## config.mk

```make
export PLATFORM = sky130hd
export DESIGN_NAME = octree_patch_deframer_top_flat
export DESIGN_NICKNAME = d
export VERILOG_FILES = /design/src/hdl/opd_pkg.sv /design/src/hdl/opd_in_if.sv /design/src/hdl/opd_out_if.sv /design/src/hdl/opd_parse.sv /design/src/hdl/octree_patch_deframer_top.sv /design/src/flat_wrapper.sv
export SDC_FILE = /design/constraint.sdc
export NUM_CORES = 1
export LEC_CHECK = 0
export ABC_AREA = 1
export BUFFER_PORTS_ARGS = -buffer_cell sky130_fd_sc_hd__buf_2
export CORE_ASPECT_RATIO = 2
export CORE_MARGIN = 8
export CORE_UTILIZATION = 60
export DETAILED_ROUTE_END_ITERATION = 10
export GPL_ROUTABILITY_DRIVEN = 0
export PLACE_DENSITY = 0.89
export SETUP_SLACK_MARGIN = 0.2
export SLEW_MARGIN = 10
export SYNTH_ARGS = -nofsm -noshare
export SYNTH_HDL_FRONTEND = slang
export SYNTH_HIERARCHICAL = 1
export SYNTH_SLANG_ARGS = --single-unit
```

## constraint.sdc

```tcl
create_clock -name clk -period 16.8 [get_ports clk]
set_input_delay 0.84 -clock clk [delete_from_list [all_inputs] [get_ports clk]]
set_output_delay 0.84 -clock clk [all_outputs]
set_load 0.02 [all_outputs]
```

## src/hdl/opd_pkg.sv

```systemverilog
// Shared types for the octree patch deframer: parser phases and the node record.
package opd_pkg;

  typedef enum logic [3:0] {
    PH_VERSION = 4'd0,
    PH_X       = 4'd1,
    PH_Y       = 4'd2,
    PH_Z       = 4'd3,
    PH_TCOUNT  = 4'd4,
    PH_TNUM    = 4'd5,
    PH_NCOUNT  = 4'd6,
    PH_NODE    = 4'd7
  } phase_t;

  typedef struct packed {
    logic signed [31:0] version;
    logic signed [15:0] pos_x;
    logic signed [15:0] pos_y;
    logic signed [15:0] pos_z;
    logic [7:0]         tree_count;
    logic [7:0]         tree_number;
    logic [15:0]        nodes_in_tree;
    logic [15:0]        node_position;
    logic [7:0]         material;
    logic [7:0]         distance_byte;
    logic [15:0]        first_child;
    logic               stream_error;
  } rec_t;

endpackage

```

## src/hdl/opd_in_if.sv

```systemverilog
// Byte channel into the deframer: one stream byte and its end-of-stream mark.
interface opd_in_if;
  logic       valid;
  logic       ready;
  logic [7:0] data_byte;
  logic       last_byte;

  modport source (output valid, output data_byte, output last_byte, input ready);
  modport sink (input valid, input data_byte, input last_byte, output ready);
endinterface

```

## src/hdl/opd_out_if.sv

```systemverilog
// Record channel out of the deframer: one node record or one error item.
interface opd_out_if;
  logic               valid;
  logic               ready;
  logic signed [31:0] version;
  logic signed [15:0] pos_x;
  logic signed [15:0] pos_y;
  logic signed [15:0] pos_z;
  logic [7:0]         tree_count;
  logic [7:0]         tree_number;
  logic [15:0]        nodes_in_tree;
  logic [15:0]        node_position;
  logic [7:0]         material;
  logic [7:0]         distance_byte;
  logic [15:0]        first_child;
  logic               stream_error;

  modport source (
    output valid, output version, output pos_x, output pos_y, output pos_z,
    output tree_count, output tree_number, output nodes_in_tree,
    output node_position, output material, output distance_byte,
    output first_child, output stream_error, input ready
  );
  modport sink (
    input valid, input version, input pos_x, input pos_y, input pos_z,
    input tree_count, input tree_number, input nodes_in_tree,
    input node_position, input material, input distance_byte,
    input first_child, input stream_error, output ready
  );
endinterface

```

## src/hdl/opd_parse.sv

```systemverilog
// Byte-serial parser state and the record built by the byte that completes a node.
module opd_parse import opd_pkg::*; (
  input  logic       clk,
  input  logic       rst,
  input  logic       accept,
  input  logic [7:0] data_byte,
  input  logic       last_byte,
  output logic       res_valid,
  output rec_t       res
);

  phase_t      phase, phase_next;
  logic [1:0]  bif, bif_next;
  logic [31:0] version_reg, version_reg_next;
  logic [15:0] x_reg, x_reg_next;
  logic [15:0] y_reg, y_reg_next;
  logic [15:0] z_reg, z_reg_next;
  logic [7:0]  tree_count_reg, tree_count_reg_next;
  logic [7:0]  trees_left, trees_left_next;
  logic [7:0]  tree_number_reg, tree_number_reg_next;
  logic [15:0] node_count_reg, node_count_reg_next;
  logic [15:0] node_index_reg, node_index_reg_next;
  logic [23:0] node_bytes, node_bytes_next;
  logic [7:0]  trees_left_dec;
  logic        node_done;
  logic        early_end;

  assign trees_left_dec = trees_left - 8'd1;

  // Next state
  always_comb begin
    phase_next           = phase;
    bif_next             = bif;
    version_reg_next     = version_reg;
    x_reg_next           = x_reg;
    y_reg_next           = y_reg;
    z_reg_next           = z_reg;
    tree_count_reg_next  = tree_count_reg;
    trees_left_next      = trees_left;
    tree_number_reg_next = tree_number_reg;
    node_count_reg_next  = node_count_reg;
    node_index_reg_next  = node_index_reg;
    node_bytes_next      = node_bytes;
    node_done            = 1'b0;
    early_end            = 1'b0;

    case (phase)
      PH_VERSION: begin
        version_reg_next[{bif, 3'b000} +: 8] = data_byte;
        if (bif == 2'd3) begin
          bif_next   = 2'd0;
          phase_next = PH_X;
        end else begin
          bif_next = bif + 2'd1;
        end
      end
      PH_X, PH_Y, PH_Z: begin
        if (phase == PH_X) begin
          if (bif[0]) x_reg_next[15:8] = data_byte;
          else        x_reg_next[7:0]  = data_byte;
        end else if (phase == PH_Y) begin
          if (bif[0]) y_reg_next[15:8] = data_byte;
          else        y_reg_next[7:0]  = data_byte;
        end else begin
          if (bif[0]) z_reg_next[15:8] = data_byte;
          else        z_reg_next[7:0]  = data_byte;
        end
        if (bif[0]) begin
          bif_next   = 2'd0;
          phase_next = (phase == PH_X) ? PH_Y : ((phase == PH_Y) ? PH_Z : PH_TCOUNT);
        end else begin
          bif_next = 2'd1;
        end
      end
      PH_TCOUNT: begin
        tree_count_reg_next = data_byte;
        trees_left_next     = data_byte;
        bif_next            = 2'd0;
        phase_next          = (data_byte == 8'd0) ? PH_X : PH_TNUM;
      end
      PH_TNUM: begin
        tree_number_reg_next = data_byte;
        bif_next             = 2'd0;
        phase_next           = PH_NCOUNT;
      end
      PH_NCOUNT: begin
        if (bif[0]) begin
          node_count_reg_next[15:8] = data_byte;
          node_index_reg_next       = 16'd0;
          bif_next                  = 2'd0;
          if ({data_byte, node_count_reg[7:0]} == 16'd0) begin
            // empty octree: close it now
            trees_left_next = trees_left_dec;
            phase_next      = (trees_left_dec == 8'd0) ? PH_X : PH_TNUM;
          end else begin
            phase_next = PH_NODE;
          end
        end else begin
          node_count_reg_next[7:0] = data_byte;
          bif_next                 = 2'd1;
        end
      end
      PH_NODE: begin
        case (bif)
          2'd0: begin
            node_bytes_next[7:0] = data_byte;
            bif_next             = 2'd1;
          end
          2'd1: begin
            node_bytes_next[15:8] = data_byte;
            bif_next              = 2'd2;
          end
          2'd2: begin
            node_bytes_next[23:16] = data_byte;
            bif_next               = 2'd3;
          end
          default: begin
            node_done           = 1'b1;
            bif_next            = 2'd0;
            node_index_reg_next = node_index_reg + 16'd1;
            if (node_index_reg_next == node_count_reg) begin
              trees_left_next = trees_left_dec;
              phase_next      = (trees_left_dec == 8'd0) ? PH_X : PH_TNUM;
            end
          end
        endcase
      end
      default: begin
        phase_next = PH_VERSION;
        bif_next   = 2'd0;
      end
    endcase

    // end of stream: anything but a batch boundary is an early end
    if (last_byte) begin
      early_end  = !(phase_next == PH_X && bif_next == 2'd0);
      phase_next = PH_VERSION;
      bif_next   = 2'd0;
    end
  end

  // Result
  always_comb begin
    res_valid = accept && (node_done || early_end);
    res       = '0;
    if (early_end) begin
      res.stream_error = 1'b1;
    end else begin
      res.version       = version_reg;
      res.pos_x         = x_reg;
      res.pos_y         = y_reg;
      res.pos_z         = z_reg;
      res.tree_count    = tree_count_reg;
      res.tree_number   = tree_number_reg;
      res.nodes_in_tree = node_count_reg;
      res.node_position = node_index_reg;
      res.material      = node_bytes[7:0];
      res.distance_byte = node_bytes[15:8];
      res.first_child   = {data_byte, node_bytes[23:16]};
    end
  end

  always_ff @(posedge clk) begin
    if (rst) begin
      phase           <= PH_VERSION;
      bif             <= 2'd0;
      version_reg     <= '0;
      x_reg           <= '0;
      y_reg           <= '0;
      z_reg           <= '0;
      tree_count_reg  <= '0;
      trees_left      <= '0;
      tree_number_reg <= '0;
      node_count_reg  <= '0;
      node_index_reg  <= '0;
      node_bytes      <= '0;
    end else if (accept) begin
      phase           <= phase_next;
      bif             <= bif_next;
      version_reg     <= version_reg_next;
      x_reg           <= x_reg_next;
      y_reg           <= y_reg_next;
      z_reg           <= z_reg_next;
      tree_count_reg  <= tree_count_reg_next;
      trees_left      <= trees_left_next;
      tree_number_reg <= tree_number_reg_next;
      node_count_reg  <= node_count_reg_next;
      node_index_reg  <= node_index_reg_next;
      node_bytes      <= node_bytes_next;
    end
  end

endmodule

```

## src/hdl/octree_patch_deframer_top.sv

```systemverilog
// Octree patch deframer: byte stream in, one record per completed node out.
//
// in_ch carries one stream byte per item, with last_byte set on the final byte.
// out_ch carries one record per node whose fourth byte arrives, tagged with its
// version, batch position, octree count, octree number, node count and index.
// If the byte marked last leaves a structure unfinished, one error item with
// stream_error set and all other fields zero goes out instead.
//
// Throughput: one byte per cycle while ready is high. The parser updates its
// state and builds the record in the cycle a byte is accepted; the record is
// then registered in the output register, or in the skid register on a stall.
// Stall: a one-entry skid register behind the output register catches a record
// produced while the receiver holds off, so bytes keep flowing; ready drops
// only while the skid entry is full, and returns once the receiver takes one.
// Reset (rst, synchronous): the parser returns to the version field and both
// output entries empty. After the last byte of a stream the next byte opens
// a new stream.
module octree_patch_deframer_top import opd_pkg::*; (
  input logic      clk,
  input logic      rst,
  opd_in_if.sink   in_ch,
  opd_out_if.source out_ch
);

  logic accept;
  logic res_valid;
  rec_t res;
  logic out_valid;
  rec_t out_rec;
  logic skid_valid;
  rec_t skid_rec;
  logic out_free;

  // take bytes whenever the skid entry has room
  assign in_ch.ready = !skid_valid;
  assign accept      = in_ch.valid && in_ch.ready;

  opd_parse u_parse (
    .clk       (clk),
    .rst       (rst),
    .accept    (accept),
    .data_byte (in_ch.data_byte),
    .last_byte (in_ch.last_byte),
    .res_valid (res_valid),
    .res       (res)
  );

  // output register may load when empty or being drained this cycle
  assign out_free = !out_valid || out_ch.ready;

  always_ff @(posedge clk) begin
    if (rst) begin
      out_valid  <= 1'b0;
      skid_valid <= 1'b0;
    end else if (out_free) begin
      // skid entry first; while it is full no new byte was accepted
      if (skid_valid) begin
        out_valid  <= 1'b1;
        skid_valid <= 1'b0;
      end else begin
        out_valid <= res_valid;
      end
    end else if (res_valid) begin
      // receiver holding off: park the new record
      skid_valid <= 1'b1;
    end
  end

  always_ff @(posedge clk) begin
    if (out_free) begin
      out_rec <= skid_valid ? skid_rec : res;
    end
    if (!out_free && res_valid) begin
      skid_rec <= res;
    end
  end

  assign out_ch.valid         = out_valid;
  assign out_ch.version       = out_rec.version;
  assign out_ch.pos_x         = out_rec.pos_x;
  assign out_ch.pos_y         = out_rec.pos_y;
  assign out_ch.pos_z         = out_rec.pos_z;
  assign out_ch.tree_count    = out_rec.tree_count;
  assign out_ch.tree_number   = out_rec.tree_number;
  assign out_ch.nodes_in_tree = out_rec.nodes_in_tree;
  assign out_ch.node_position = out_rec.node_position;
  assign out_ch.material      = out_rec.material;
  assign out_ch.distance_byte = out_rec.distance_byte;
  assign out_ch.first_child   = out_rec.first_child;
  assign out_ch.stream_error  = out_rec.stream_error;

`ifndef NO_ASSERTIONS
  // the skid entry is only ever filled behind a full output register
  a_skid_behind_out: assert property (@(posedge clk) disable iff (rst)
    skid_valid |-> out_valid)
    else $error("skid entry full while output register empty");

  // skid loads only when the receiver stalled a pending record
  a_skid_on_stall: assert property (@(posedge clk) disable iff (rst)
    $rose(skid_valid) |-> $past(out_valid && !out_ch.ready))
    else $error("skid entry loaded without a stall");

  // an error item carries no record contents
  a_error_clean: assert property (@(posedge clk) disable iff (rst)
    (out_valid && out_rec.stream_error) |->
      (out_rec.version == 32'sd0 && out_rec.tree_count == 8'd0 &&
       out_rec.node_position == 16'd0 && out_rec.first_child == 16'd0))
    else $error("error item with nonzero record fields");
`endif

endmodule
```

## src/flat_wrapper.sv

```systemverilog
// flat-port wrapper written by rule: the top's interface ports become plain ports
module octree_patch_deframer_top_flat import opd_pkg::*;
  (clk, rst, in_ch_valid, in_ch_data_byte, in_ch_last_byte, in_ch_ready, out_ch_valid, out_ch_version, out_ch_pos_x, out_ch_pos_y, out_ch_pos_z, out_ch_tree_count, out_ch_tree_number, out_ch_nodes_in_tree, out_ch_node_position, out_ch_material, out_ch_distance_byte, out_ch_first_child, out_ch_stream_error, out_ch_ready);
  opd_in_if in_ch_i ();
  opd_out_if out_ch_i ();
  input logic clk;
  input logic rst;
  input wire logic [$bits(in_ch_i.valid)-1:0] in_ch_valid;
  input wire logic [$bits(in_ch_i.data_byte)-1:0] in_ch_data_byte;
  input wire logic [$bits(in_ch_i.last_byte)-1:0] in_ch_last_byte;
  output wire logic [$bits(in_ch_i.ready)-1:0] in_ch_ready;
  output wire logic [$bits(out_ch_i.valid)-1:0] out_ch_valid;
  output wire logic [$bits(out_ch_i.version)-1:0] out_ch_version;
  output wire logic [$bits(out_ch_i.pos_x)-1:0] out_ch_pos_x;
  output wire logic [$bits(out_ch_i.pos_y)-1:0] out_ch_pos_y;
  output wire logic [$bits(out_ch_i.pos_z)-1:0] out_ch_pos_z;
  output wire logic [$bits(out_ch_i.tree_count)-1:0] out_ch_tree_count;
  output wire logic [$bits(out_ch_i.tree_number)-1:0] out_ch_tree_number;
  output wire logic [$bits(out_ch_i.nodes_in_tree)-1:0] out_ch_nodes_in_tree;
  output wire logic [$bits(out_ch_i.node_position)-1:0] out_ch_node_position;
  output wire logic [$bits(out_ch_i.material)-1:0] out_ch_material;
  output wire logic [$bits(out_ch_i.distance_byte)-1:0] out_ch_distance_byte;
  output wire logic [$bits(out_ch_i.first_child)-1:0] out_ch_first_child;
  output wire logic [$bits(out_ch_i.stream_error)-1:0] out_ch_stream_error;
  input wire logic [$bits(out_ch_i.ready)-1:0] out_ch_ready;
  assign in_ch_i.valid = in_ch_valid;
  assign in_ch_i.data_byte = in_ch_data_byte;
  assign in_ch_i.last_byte = in_ch_last_byte;
  assign in_ch_ready = in_ch_i.ready;
  assign out_ch_valid = out_ch_i.valid;
  assign out_ch_version = out_ch_i.version;
  assign out_ch_pos_x = out_ch_i.pos_x;
  assign out_ch_pos_y = out_ch_i.pos_y;
  assign out_ch_pos_z = out_ch_i.pos_z;
  assign out_ch_tree_count = out_ch_i.tree_count;
  assign out_ch_tree_number = out_ch_i.tree_number;
  assign out_ch_nodes_in_tree = out_ch_i.nodes_in_tree;
  assign out_ch_node_position = out_ch_i.node_position;
  assign out_ch_material = out_ch_i.material;
  assign out_ch_distance_byte = out_ch_i.distance_byte;
  assign out_ch_first_child = out_ch_i.first_child;
  assign out_ch_stream_error = out_ch_i.stream_error;
  assign out_ch_i.ready = out_ch_ready;
  octree_patch_deframer_top u_core (.clk(clk), .rst(rst), .in_ch(in_ch_i), .out_ch(out_ch_i));
endmodule
```

# Word level (Yosys, flattened, before mapping)
# Index checks and enable logic that the tools add are counted.
[op_classes] n_mul=0 n_eq_ne=16 shifts=2 bitwise_logic=3 reduce_logical=38 n_div=0 add_sub_neg=4 mux=33 magnitude_cmp=0
[ops] operator="two-way mux 161 bit" count=1
[ops] operator="two-way mux 160 bit" count=1
[ops] operator="bitwise mux 32 bit" count=1
[ops] operator="two-way mux 16 bit" count=2
[ops] operator="two-way mux 8 bit" count=4
[ops] operator="case mux 16 bit (2 select lines)" count=1
[ops] operator="variable shift 8 x 7 -> 32 bit, first input constant" count=1
[ops] operator="variable part select 8 x 7 -> 32 bit" count=1
[ops] operator="two-way mux 4 bit" count=6
[ops] operator="case mux 4 bit (6 select lines)" count=1
[ops] operator="case mux 8 bit (3 select lines)" count=1
[ops] operator="AND reduction 5 bit" count=4
[ops] operator="adder 16 x 1 -> 16 bit, second input constant" count=1
[ops] operator="== test 16 bit" count=1
[ops] operator="== test 4 x 3 -> 1 bit, second input constant" count=4
[ops] operator="logical NOT 16 bit" count=1
[ops] operator="logical NOT 8 bit" count=2
[ops] operator="two-way mux 3 bit" count=5
[ops] operator="AND reduction 3 bit" count=5
[ops] operator="case mux 2 bit (3 select lines)" count=2
[ops] operator="AND reduction 4 bit" count=3
[ops] operator="== test 4 x 1 -> 1 bit, second input constant" count=2
[ops] operator="== test 4 x 2 -> 1 bit, second input constant" count=2
[ops] operator="!= test 2 bit, second input constant" count=4
[ops] operator="20 further kinds" count=40
[totals] reg_bits=490 rom_bits=0 ram_bits=0 memories=0 out_inout_bits=163 elab_cells=140 latch_bits=0

# Longest topological paths before layout
# Gate-level depths: netlist of run 1.
[logic_depth] word_depth=13 ltp_mapped=20 mapped_depth_nobuf=17

# Hierarchy
# Netlist of run 1, hierarchy kept.
[by_module_without_submodules] module="octree_patch_deframer_top" seq_area_each_um2=9709.3 cells_per_inst=855 area_each_um2=11758.8 n_inst=1
[by_module_without_submodules] module="opd_parse" seq_area_each_um2=3323.2 cells_per_inst=1245 area_each_um2=8665.8 n_inst=1

# Worst setup path before layout of run 1
# No wires, ideal clock.
[synth_timing] kind="input-to-reg" start="in out_ch_ready" end="reg u_core/skid_rec[0] (netlist bit) (enable)" path_buffers=0 stages=3 setup_ps=1551 required_ps=15249 setup_slack_ps=3001 t_arrival_ps=12248 path_cell_list="inv_1 nand2_1 nor2_1"
[synth_via] elab_chain_cells=3
[synth_rtl] item="start: declaration" line="flat_wrapper.sv:25" source="input wire logic [$bits(out_ch_i.ready)-1:0] out_ch_ready;"
[synth_rtl] item="logical OR 1 bit" line="octree_patch_deframer_top.sv:49" source="assign out_free = !out_valid || out_ch.ready;"
[synth_rtl] item="net u_core.out_free" line="octree_patch_deframer_top.sv:32" source="logic out_free;"
[synth_rtl] item="logical NOT 1 bit" line="octree_patch_deframer_top.sv:73" source="if (!out_free && res_valid) begin"
[synth_rtl] item="logical AND 1 bit" line="octree_patch_deframer_top.sv:73"
[synth_rtl] item="end signal: assignment" line="octree_patch_deframer_top.sv:74" source="skid_rec <= res;"
[synth_rtl] item="end: declaration" line="octree_patch_deframer_top.sv:31" source="rec_t skid_rec;"
# The timed path passes the listed nets, and every way through them passes these cells.
# A chain may end at the register's enable or synchronous reset.

# Worst setup path after layout of run 1
[layout_timing] start="reg u_core.skid_valid" end="reg u_core/skid_rec[127] (netlist bit) (enable)"
[layout_via] elab_chain_cells=4
[layout_rtl] item="start: declaration" line="octree_patch_deframer_top.sv:30" source="logic skid_valid;"
[layout_rtl] item="start signal: assignment" line="octree_patch_deframer_top.sv:54" source="skid_valid <= 1'b0;"
[layout_rtl] item="start signal: assignment" line="octree_patch_deframer_top.sv:59" source="skid_valid <= 1'b0;"
[layout_rtl] item="start signal: assignment" line="octree_patch_deframer_top.sv:65" source="skid_valid <= 1'b1;"
[layout_rtl] item="logical NOT 1 bit" line="octree_patch_deframer_top.sv:35" source="assign in_ch.ready = !skid_valid;"
[layout_rtl] item="logical AND 1 bit" line="octree_patch_deframer_top.sv:36" source="assign accept = in_ch.valid && in_ch.ready;"
[layout_rtl] item="net u_core.accept" line="octree_patch_deframer_top.sv:25" source="logic accept;"
[layout_rtl] item="logical AND 1 bit" line="opd_parse.sv:144" source="res_valid = accept && (node_done || early_end);"
[layout_rtl] item="net u_core.res_valid" line="octree_patch_deframer_top.sv:26" source="logic res_valid;"
[layout_rtl] item="logical AND 1 bit" line="octree_patch_deframer_top.sv:73"
# The timed path passes the listed nets, and every way through them passes these cells.

==> out/summary.txt, run 1 <==
Status: completed
Post-CTS Setup Inserts: 0
Top-count cell post-synth: nand2_1
Measured slew at the worst slew-check pin: 1.17 ns
DRC marker count from the first detailed-route iteration: 1772
Crit path time final: 5.40 ns
Clock Path Buffers: 3
Max frequency: 185 MHz
Finished Core Util: 67.5%
Crit. End Element: flop
Post-synth top flop: edfxtp_1
Top cell by count, worst path: buf_4
# DRC: 0
CTS Hold Bufs: 0
LEAKAGE: 9.29 nW
Most frequent cells after synthesis: nand2_1, edfxtp_1, a21oi_1
Peak supply drop: 0.0000897 V
Crit path buf inv count: 6
Die area: 40600 um2
GRT Util Overall: 24.3%
FP Rows: 95
Register area share after synthesis: 63.8%
CP delay by family, top: buffers and inverters
Yosys top cell area share: 47.3%
Root Buffer: clkbuf_16
Crit share post-route: 32.2%
Ys async rst share: 0%
Largest net degree at the start of global routing: 120
Number of global-route vias before repair: 15300
Crit path max fanout: 86
Post-Syn Nets: 2124
Critical path cell sequence: nor2_1 > and3_1 > clkinv_1 > nor2_1 > buf_4 > inv_1 > nand2_1 > inv_1 > nor2_4 > buf_4 > buf_4
Initial antenna violation count: 1
Mean Syn Cell Area: 9.73 um2
Worst setup path class: reg2reg
CTS Buf Count: 40
GRT overflow: 0
Relative slew margins: 21.9%
Synthesized instance count: 2100
Die span in x: 146 um
Worst endpoint required time: 16.98 ns
Ports: 176
Core area: 33600 um2
Pwr dens: 104 nW/um2
Area growth from synthesis to layout: 11.2%
Share of cells above drive strength 1: 14.7%
Max incr delay on CP: 0.85 ns
Total negative slack: 0 ns
Wirelength per Cell: 19.0 um
Ys Warns: 6
H-Tree Depth: 2
Max Slew Vio Count: 0
TritonCTS clock tree: done
# setup viols final: 0
Clock Skew: 0.0137 ns
Post-route insts no fill: 2678
Die Y: 277 um
Vias per inst: 5.81
Number of I/O port buffers: 175
Crit path launch type: flop
Post-Syn Area: 20400 um2
EDFF count, synth: 322
Worst Path Arrival: 5.58 ns
Number of gates resized after cts: 0
Starting Density: 60.7%
Leading area contributor after synthesis: edfxtp_1
Worst hold-check path type: reg2reg
Number of antenna diodes: 0
TritonRoute pass-1 iters: 8
Placed insts: 2604
Slowest cell on the critical path: buf_4
Max cap viols: 0
Largest register FFs: 161
#FFs+latches synth: 490
Clock Sink Count: 490
First-pass GRT wire length: 78800 um
Final ANT Viol Nets: 0
DP Wirelength: 33100 um
Placed Area: 21400 um2
Clock-pin slew on the worst setup and hold paths: 0.07 ns
Vias: 15600
Synth top area cells: edfxtp_1, dfxtp_1, nand2_1
Final instance area: 22700 um2
Final hold violations: 0
Synth unique cells: 33
Clock Latency Late Sink: 0.56 ns
Layout Nets: 2234
Final WL: 50800 um
RSZ-0062 raised after global routing: no
worst register-to-register path, cell delays in order, from the launching register on:
cell and delay [ns]:
dfxtp_4 0.62, nor2_1 0.59, and3_1 0.24, clkinv_1 0.43, nor2_1 0.23, buf_4 0.26, inv_1 0.09, nand2_1 0.15
inv_1 0.10, nor2_4 0.57, buf_4 0.74, buf_4 0.93
path summary, 6_finish.rpt:
| kind | cells after the start | end | slack [ns] | from |
|---|---|---|---|---|
| setup reg to reg | 11 | u_core/skid_rec[127] | 11.40 | u_core/skid_valid |
| hold reg to reg | 2 | u_core/u_parse/node_bytes[16] | 0.46 | u_core/u_parse/node_bytes[16] |
| setup / recovery | 11 | u_core/skid_rec[127] | 11.40 | u_core/skid_valid |
| hold / removal | 2 | u_core/u_parse/node_bytes[16] | 0.46 | u_core/u_parse/node_bytes[16] |
cells in the final DEF (no fill, tap or decap), types with 3 or more instances in the layout:
master | netlist | routed
a211oi_1 | 8 | 8
a21boi_0 | 9 | 9
a21boi_1 | 14 | 14
a21oi_1 | 225 | 225
a21oi_2 | 59 | 59
buf_2 | 31 | 174
buf_4 | 9 | 12
clkbuf_1 | 68 | 10
clkbuf_16 | 0 | 43
clkbuf_8 | 0 | 4
clkinv_1 | 3 | 8
clkinv_2 | 0 | 4
dfxtp_1 | 168 | 167
edfxtp_1 | 322 | 322
ha_1 | 11 | 11
inv_1 | 166 | 165
inv_2 | 11 | 10
inv_4 | 0 | 3
nand2_1 | 641 | 640
nand3_1 | 65 | 65
nand4_1 | 10 | 10
nor2_1 | 82 | 81
nor2_2 | 6 | 6
nor3_1 | 12 | 12
o211a_1 | 4 | 4
o21ai_0 | 149 | 149
xnor2_1 | 4 | 4
xor2_1 | 4 | 4
metal layers:
| metal | GRT usage, % | vias to the layer above | wire length [um] |
|---|---|---|---|
| li1 | - | 7205 | - |
| met5 | 0 | - | 13 |
| met2 | 44.0 | 857 | 26500 |
| met4 | 16.8 | 2 | 3510 |
| met1 | 24.6 | 7248 | 17000 |
| met3 | 4.37 | 249 | 3750 |
cell families after synthesis:
group / share of synthesized area, %
xor+xnor: 0.343
compound gates: 13.2
fa+ha+maj: 0.674
flops: 63.8
buf+inv: 6.18
simple gates: 15.8
power breakdown:
group / internal (W) / leakage, nW / switching (W)
sequential: 0.00130 / 4.74 / 0.00000830
combinational: 0.0000246 / 3.91 / 0.0000865
clock: 0.000521 / 0.643 / 0.000422
total: 0.00185 / 9.29 / 0.000517
through the flow:
step | total power [W] | hold WS (ns) | setup slack, ns
floorplan | 0.00141 | 0.430 | 3.00
global placement | 0.00144 | 0.443 | 11.37
detailed placement | 0.00145 | 0.446 | 11.24
CTS | 0.00237 | 0.456 | 11.49
global route | 0.00243 | 0.481 | 10.98
finish | 0.00236 | 0.458 | 11.40
layout make-up:
class	instances	area, um2
Inverter	180	679
Tap cell	436	546
Clock buffer	57	1170
Multi-Input combinational cell	1311	6150
Timing Repair Buffer	187	972
Sequential cell	490	13000
Fill cell	2373	10900
Clock inverter	17	155
Note: power is estimated with default switching activity, not from simulation.
==> inputs of run 2 (changes only) <==
- clock period: 16.8 -> 5.3 ns (I/O delays scaled with it)
==> run 2 against run 1 <==
Compared with the run above:
- clock skew rose by 0.013 ns
- non-clock buffer count rose by 1
- combinational power rose to 3.3 times the previous value
- first-iteration DRC count rose by 15%
- critical path type unchanged
- hold slack got worse by 0.34 ns
- global-route usage rose by 2.1 points
==> out/summary.txt, run 2 (synthesis results as in run 1) <==
Worst hold-check path type: in2reg
Most common cell after layout, fill and taps aside: nand2_1
Wirelength per Cell: 20.3 um
Die Y: 277 um
# DRC: 0
Final WL: 54500 um
RSZ-0062 raised after global routing: no
Post-CTS Setup Inserts: 0
First-pass GRT wire length: 84100 um
Max frequency: 240 MHz
CTS Buf Count: 40
Number of gates resized after cts: 0
Pwr dens: 335 nW/um2
Initial antenna violation count: 0
Share of cells above drive strength 1: 15.4%
Relative slew margins: 26.0%
Most frequent cells in the layout: nand2_1, edfxtp_1, a21oi_1, buf_2
Max incr delay on CP: 0.88 ns
Crit path launch type: flop
Clock-pin slew on the worst setup and hold paths: 0.07 ns
Largest net degree at the start of global routing: 108
Worst setup path class: reg2reg
Die area: 40600 um2
Max Slew Vio Count: 0
Sequential power share: 54.3%
Clk pwr share: 41.0%
Root Buffer: clkbuf_16
Sequential cell area: 13000 um2
Final WS setup: 1.13 ns
Number of antenna diodes: 0
LEAKAGE: 9.34 nW
Vias: 16000
Clock Sink Count: 490
# setup viols final: 0
Vias per inst: 5.95
Critical path cell sequence: ha_1 > inv_1 > nand2_1 > o21ai_0 > nor2_1 > nand3_1 > a21oi_1 > nand4_4 > buf_4 > a21oi_1 > nand2_1 > nand2_1
Peak supply drop: 0.000239 V
Starting Density: 60.7%
Status: completed
Crit share post-route: 78.6%
Slowest cell on the critical path: nand4_4
Tot Pwr: 0.00765 W
Pre-CTS setup slack: 1.28 ns
CTS Hold Bufs: 0
Clock Path Buffers: 3
Met1 GRT Util: 27.9%
Crit. End Element: flop
Final instance area: 22800 um2
Ports: 176
Largest register FFs: 161
Total negative slack: 0 ns
Int Power: 0.00596 W
Met2 usage: 46.0%
Max cap viols: 0
FP Rows: 95
GRT Util Overall: 26.4%
Top cell by count, worst path: nand2_1
Switch share: 22.1%
DP Wirelength: 33800 um
Crit path time final: 4.17 ns
TritonCTS clock tree: done
Top Usage Layer GRT: met2
Layout Nets: 2235
Final hold violations: 0
Placed Area: 21500 um2
Core area: 33600 um2
Final ANT Viol Nets: 0
TritonRoute pass-1 iters: 6
Die span in x: 146 um
Net Switching: 0.00169 W
GRT overflow: 0
Finished Core Util: 67.9%
Number of I/O port buffers: 175
Measured slew at the worst slew-check pin: 1.11 ns
Crit path max fanout: 61
Clock Skew: 0.0269 ns
Fillcell total: 2318
Worst Path Arrival: 4.58 ns
Global Route met3 Usage: 5.04%
Worst endpoint required time: 5.72 ns
Clock Latency Late Sink: 0.57 ns
Area growth from synthesis to layout: 11.8%
H-Tree Depth: 2
Multi-input gate area: 6200 um2
DRC marker count from the first detailed-route iteration: 2040
Logic pwr share: 4.8%
Number of global-route vias before repair: 15700
## run 2: cell count changes in the layout (fill, tap and decap cells not counted), moves of 3 or more
cell | before | now
clkbuf_8 | 4 | 1
clkinv_2 | 4 | 10
bufinv_16 | 2 | 5
clkinv_1 | 8 | 5
clkbuf_1 | 10 | 6
nand2_1 | 640 | 636
nand2_2 | 1 | 5
## run 2: final cells by class
type                    count  share of cell area [%]
flip-flops and latches    490                    57.1
multi-input cells        1311                    27.1
clock buffers              50                    4.87
repair buffers            188                    4.34
inverters                 180                    2.98
well taps                 436                    2.39
clock inverters            24                    1.19
## run 2: critical path: cells and delay by family, from the launching register on
kind,cells,cell delay (ns)
simple gates,6,1.36
flops,1,0.77
compound gates,3,0.75
fa+ha+maj,1,0.30
buf+inv,2,0.75
## run 2: through the flow
stage | hold WS [ns] | cells
5_1_grt | 0.134 | 2679
3_5_place_dp | 0.446 | 2605
4_1_cts | 0.125 | 2679
2_1_floorplan | 0.430 | 2100
3_3_place_gp | 0.437 | 2605
6_report | 0.117 | 2679
## run 2: routing by layer
metal	up-vias	wire, um
met1	7486	17900
met3	276	4350
met4	0	4220
met5	-	0
met2	974	28000
li1	7217	-
## run 2: final timing paths
kind,startpoint,depth (start not counted),slack (ns),end
worst max register to register,u_core/u_parse/bif[0],12,1.13,u_core/out_ch.first_child[9]
worst min register to register,u_core/u_parse/x_reg[8],2,0.46,u_core/u_parse/x_reg[8]
worst max-delay path,u_core/u_parse/bif[0],12,1.13,u_core/out_ch.first_child[9]
worst min-delay path,out_ch_ready,4,0.12,u_core/skid_valid
## run 2: power groups by stage
| stage | Clock (W) | Sequential [W] | Combinational, W |
|---|---|---|---|
| final | 0.00313 | 0.00415 | 0.000364 |
| after global routing | 0.00329 | 0.00416 | 0.000387 |
| after detailed placement | 0 | 0.00424 | 0.000356 |
| after global placement | 0 | 0.00424 | 0.000347 |
| after CTS | 0.00315 | 0.00415 | 0.000360 |
| after floorplan | 0 | 0.00431 | 0.000141 |
